--- config.mk ---
export PLATFORM = sky130hd
export DESIGN_NAME = brb_queue
export DESIGN_NICKNAME = d
export VERILOG_FILES = /design/src/rtl/core/assert_macros.svh /design/src/rtl/core/brb_pkg.sv /design/src/rtl/core/brb_queue.sv
export SDC_FILE = /design/constraint.sdc
export NUM_CORES = 1
export LEC_CHECK = 0
export BUFFER_PORTS_ARGS = -buffer_cell sky130_fd_sc_hd__buf_4
export CAP_MARGIN = 40
export CORE_ASPECT_RATIO = 0.5
export CORE_MARGIN = 3
export CORE_UTILIZATION = 55
export DETAILED_ROUTE_END_ITERATION = 6
export PLACE_DENSITY = 0.87
export SYNTH_ARGS = -nofsm -noshare
export SYNTH_HDL_FRONTEND = slang
export SYNTH_SLANG_ARGS = --single-unit
--- constraint.sdc ---
create_clock -name clock -period 3.86 [get_ports clock]
set_clock_uncertainty 0.05 [all_clocks]
set_input_delay 0.193 -clock clock [delete_from_list [all_inputs] [get_ports clock]]
set_output_delay 0.193 -clock clock [all_outputs]
set_load 0.05 [all_outputs]
--- src/rtl/core/assert_macros.svh ---
// assertion macros shared by the core rtl files
`ifndef ASSERT_MACROS_SVH
`define ASSERT_MACROS_SVH

`ifndef SYNTHESIS

// property must hold at every clock edge outside reset
`define BRB_ASSERT(label, clk, rst, prop) \
   label: assert property (@(posedge clk) disable iff (rst) prop) \
      else $error("assertion failed");

// expression must never be true outside reset
`define BRB_ASSERT_NEVER(label, clk, rst, expr) \
   label: assert property (@(posedge clk) disable iff (rst) !(expr)) \
      else $error("forbidden condition seen");

`else

`define BRB_ASSERT(label, clk, rst, prop)
`define BRB_ASSERT_NEVER(label, clk, rst, expr)

`endif

`endif

--- src/rtl/core/brb_pkg.sv ---
// shared widths, codes and types of the byte ring buffer core
package brb_pkg;

   // payload field widths
   localparam int ACTION_W    = 3;
   localparam int DATA_W      = 8;
   localparam int LEN_W       = 11;
   localparam int POS_W       = 10;
   localparam int STATUS_W    = 2;
   localparam int RING_SIZE_W = 11;

   // ring geometry
   localparam int DEPTH_DEFAULT   = 1024;
   localparam int RING_SIZE_RESET = 1024;
   localparam int RING_SIZE_MAX   = (1 << RING_SIZE_W) - 1;

   // fetch offset reduction: quotient of position by depth (depth is at least 4)
   localparam int QUOT_W      = POS_W - 2;
   localparam int RECIP_SHIFT = POS_W + 1;

   // request action codes
   localparam logic [ACTION_W-1:0] ACT_STORE    = 3'd0;
   localparam logic [ACTION_W-1:0] ACT_SNAPSHOT = 3'd1;
   localparam logic [ACTION_W-1:0] ACT_FETCH    = 3'd2;
   localparam logic [ACTION_W-1:0] ACT_RELEASE  = 3'd3;
   localparam logic [ACTION_W-1:0] ACT_CLOSE    = 3'd4;

   // response status codes
   localparam logic [STATUS_W-1:0] ST_OK       = 2'd0;
   localparam logic [STATUS_W-1:0] ST_OVERFLOW = 2'd1;
   localparam logic [STATUS_W-1:0] ST_CLOSED   = 2'd2;

   // internal operation codes after classification
   localparam int OP_W = 3;
   localparam logic [OP_W-1:0] OP_NONE     = 3'd0;
   localparam logic [OP_W-1:0] OP_STORE    = 3'd1;
   localparam logic [OP_W-1:0] OP_SNAPSHOT = 3'd2;
   localparam logic [OP_W-1:0] OP_FETCH    = 3'd3;
   localparam logic [OP_W-1:0] OP_RELEASE  = 3'd4;
   localparam logic [OP_W-1:0] OP_CLOSE    = 3'd5;

   // one classified request waiting for the back end
   typedef struct packed {
      logic [OP_W-1:0]   op;
      logic [DATA_W-1:0] data_byte;
      logic [LEN_W-1:0]  message_length;
      logic              last_of_message;
      logic [POS_W-1:0]  position;
      logic [QUOT_W-1:0] fetch_quot;
   } q_entry_type;

endpackage

--- src/rtl/core/brb_queue.sv ---
// two entry queue between front and back end
module brb_queue import brb_pkg::*; (
   input  logic        clock,
   input  logic        reset,
   input  logic        in_valid,
   output logic        in_ready,
   input  q_entry_type in_ent,
   output logic        out_valid,
   input  logic        out_ready,
   output q_entry_type out_ent
);

   localparam int QDEPTH = 2;
   localparam int IDX_W  = $clog2(QDEPTH);
   localparam int CNT_W  = $clog2(QDEPTH + 1);

   q_entry_type            slot_ff [QDEPTH];
   logic [IDX_W-1:0]       wr_idx_ff, wr_idx_in;
   logic [IDX_W-1:0]       rd_idx_ff, rd_idx_in;
   logic [CNT_W-1:0]       count_ff, count_in;
   logic                   push, pop;

   assign in_ready  = (count_ff != CNT_W'(QDEPTH));
   assign out_valid = (count_ff != '0);
   assign out_ent   = slot_ff[rd_idx_ff];
   assign push      = in_valid && in_ready;
   assign pop       = out_valid && out_ready;

   always_comb begin
      wr_idx_in = wr_idx_ff;
      rd_idx_in = rd_idx_ff;
      count_in  = count_ff;
      if (push) begin
         wr_idx_in = (wr_idx_ff == IDX_W'(QDEPTH - 1)) ? '0 : wr_idx_ff + IDX_W'(1);
      end
      if (pop) begin
         rd_idx_in = (rd_idx_ff == IDX_W'(QDEPTH - 1)) ? '0 : rd_idx_ff + IDX_W'(1);
      end
      if (push && !pop) begin
         count_in = count_ff + CNT_W'(1);
      end else if (pop && !push) begin
         count_in = count_ff - CNT_W'(1);
      end
   end

   always_ff @(posedge clock) begin
      if (reset) begin
         wr_idx_ff <= '0;
         rd_idx_ff <= '0;
         count_ff  <= '0;
      end else begin
         wr_idx_ff <= wr_idx_in;
         rd_idx_ff <= rd_idx_in;
         count_ff  <= count_in;
      end
   end

   always_ff @(posedge clock) begin
      if (push) begin
         slot_ff[wr_idx_ff] <= in_ent;
      end
   end

endmodule

==> impl_metrics.py <==
metrics = {
    "run_status": {
        "status": "complete, no violations",
    },
    "power_and_ir_drop": {
        "p_seq_share_pct": 37.1,
        "max-vdd-ir-drop_mv": 0.598,
        "p_per_area_mw_per_mm2": 718,
        "power.share.clock_pct": 25.5,
        "p_sw_mw": 1.22,
        "p_int_mw": 2.12,
        "p_sw_share_pct": 36.6,
        "power_frac_comb_pct": 37.4,
        "totalPowerFinal_mw": 3.34,
        "p_leak_nw": 1.77,
    },
    "finish": {
        "multiInputGateArea_um2": 582,
        "nFillCells": 187,
        "regArea_mm2": 0.00256,
        "final_cell_mix": "buf_4 (88), edfxtp_1 (82), dlygate4sd3_1 (42)",
        "area_growth_pct": 46.8,
        "final_common_cell": "buf_4",
        "drive_above_1_share_pct": 49.5,
        "fin_nets": 336,
        "n_antenna_cell": 0,
    },
    "sta": {
        "maxSlewViolCount": 0,
        "finalSetupTns_ps": 0,
        "grt_setup_unrepaired": "no",
        "worst_pin_slew_ps": 679,
        "min_period_ps": 2250,
        "setup_viol": 0,
        "fin_crit_sh_pct": 58.2,
        "hold_violations": 0,
        "fmax_ghz": 0.445,
        "relSlewSlack_pct": 54.5,
    },
    "critical_path": {
        "worstSetupStartpoint": "count_ff[0]",
        "worstPathArrival_ps": 2250,
        "startpoint_type": "flip-flop",
        "crit_type": "reg -> reg",
        "crit_end": "slot_ff[0][7]",
        "r2r_cells": 4,
        "r2r-start": "count_ff[0]",
        "end_kind": "flip-flop",
        "crit_required_ps": 3870,
        "r2r_end": "slot_ff[0][7]",
        "r2r_setup_slack_ps": 1610,
        "cp_max_fo": 23,
    },
    "yosys": {
        "yosysTopAreaCellShare_pct": 77.6,
        "synth_seq_cells": 87,
        "syn-num-nets": 198,
        "synth_cells": 152,
        "ys.warnings.count": 0,
        "syn_area_per_cell_um2": 20.9,
        "synth_largest_area_cell": "edfxtp_1",
        "ys_types": 18,
        "synthTopCellsByArea": "edfxtp_1 (78%), mux2_2 (13%), dfxtp_1 (3.2%), mux2_1 (1.1%), xor2_1 (0.83%)",
        "yosysSeqAreaShare_pct": 80.8,
        "netlist_area_mm2": 0.00317,
    },
    "min_path": {
        "hold_path_class": "in -> reg",
        "holdPathStages": 3,
    },
    "drt": {
        "vias": 1944,
        "ant_nets": 0,
        "drt-pass1-iter-count": 4,
        "wirelength_um": 7900,
        "drt_iter0_drc": 134,
        "vias_per_cell": 5.33,
        "drcViolationCount": 0,
        "post_drt_wl_per_cell_um": 21.6,
    },
    "flow_run": {
        "cap_violations": 0,
    },
    "floorplanning": {
        "core-area_mm2": 0.00523,
        "initial_core_util_pct": 60.7,
        "die_h_um": 59.7,
        "die_w_um": 113,
        "die-area_mm2": 0.00677,
        "row_count": 18,
        "io_pins": 88,
    },
    "grt": {
        "grt_pass1_wl_um": 11800,
        "busiest_layer": "met2",
        "globalRouteMet3Util_pct": 7.48,
        "grt_util_met1_pct": 29.4,
        "antenna_found_initial": 0,
        "use_met2_pct": 42.8,
        "grtUsageTotal_pct": 24.9,
        "grt_max_degree": 38,
        "grt_pass1_vias": 2041,
        "grt-ovfl-total": 0,
    },
    "place": {
        "port_buffers": 87,
        "place_congestion": 0.737,
        "dp_hpwl_um": 3840,
    },
    "cts": {
        "clock-sinks": 87,
        "root_buffer": "clkbuf_16",
        "cts-resized-gates": 0,
        "cts-buffers-inserted": 9,
        "clockBufferDepth": 2,
        "cts_tree": "yes",
        "clk_pin_slew_ps": 60,
        "insertion_delay_ps": 330,
        "htree_levels": 3,
    },
}
## through the flow
step                utilization, %  area (µm²)  std cells  hold WS, ps  worst slack (ps)
finish                        89.1        4660        365          168              1610
floorplan                        -        3170        152          212              1390
global placement              74.6        3900        305          329              1890
global route                  89.1        4660        365          169              1430
CTS                           89.1        4660        365          104              1690
detailed placement            75.5        3950        307          331              1730
## area by class of cell
| type | count | area share [%] |
|---|---|---|
| clock buffers | 11 | 5.00 |
| clock inverters | 5 | 1.26 |
| inverters | 1 | 0.0806 |
| multi-input cells | 59 | 12.5 |
| flip-flops and latches | 87 | 55.1 |
| well taps | 70 | 1.88 |
| repair buffers | 132 | 24.2 |
## worst max-delay path, stage by stage, from the launching register on
cell and delay (ps):
dfxtp_1 370, nand2b_1 270, nand3b_1 200, clkinv_1 570, buf_4 490
## routing by layer
metal  vias to the layer above  wire (µm)
met3                        16        535
met4                         0        219
met5                         -          0
met2                       100       4170
li1                        871          -
met1                       957       2970
## logic make-up after synthesis
kind of cell               Yosys count  share of synthesized area, %
and+or+nand+nor                      9                          1.58
adders and majority gates            1                         0.394
buffers and inverters                6                         0.907
muxes                               41                          14.6
DFF                                 87                          80.8
xor gates and xnor gates             3                         0.829
AOI/OAI and AO/OA                    5                         0.947
## cell usage after synthesis
library cell  number
or2_2              1
buf_2              5
a21bo_2            1
or3_1              1
o21ai_0            2
and3_1             1
nor2_1             3
a21oi_1            2
inv_1              1
nand2b_1           1
and2_1             1
mux2_2            38
mux2_1             3
edfxtp_1          82
dfxtp_1            5
nand3b_1           1
xor2_1             3
ha_1               1
## how the worst min path moves through the flow
stage	start	end	slack, ps
global route	in_valid	wr_idx_ff	170
CTS	in_valid	wr_idx_ff	100
global placement	in_ent[25]	slot_ff[1][25]	330
detailed placement	in_ent[9]	slot_ff[0][9]	330
finish	in_valid	wr_idx_ff	170
floorplan	reset	count_ff[1]	210
## what timing repair did
item,CTS,global route
hold buffers,42,0
buffers inserted,0,0
endpoints found under the hold margin,86,0
## power groups by stage
stage	sequential, mW	clock, mW	combinational [mW]
after CTS	1.23	0.859	1.23
after detailed placement	1.25	0	1.18
after floorplan	1.23	0	0.854
after global placement	1.29	0	1.10
after global routing	1.25	0.897	1.30
final	1.24	0.851	1.25
## state kept, by name, indices dropped and copies added (netlist names), named ones only
signal     flops
wr_idx_ff      1
slot_ff       82
rd_idx_ff      1
count_ff       2
Power figures use the tool's default switching activity.
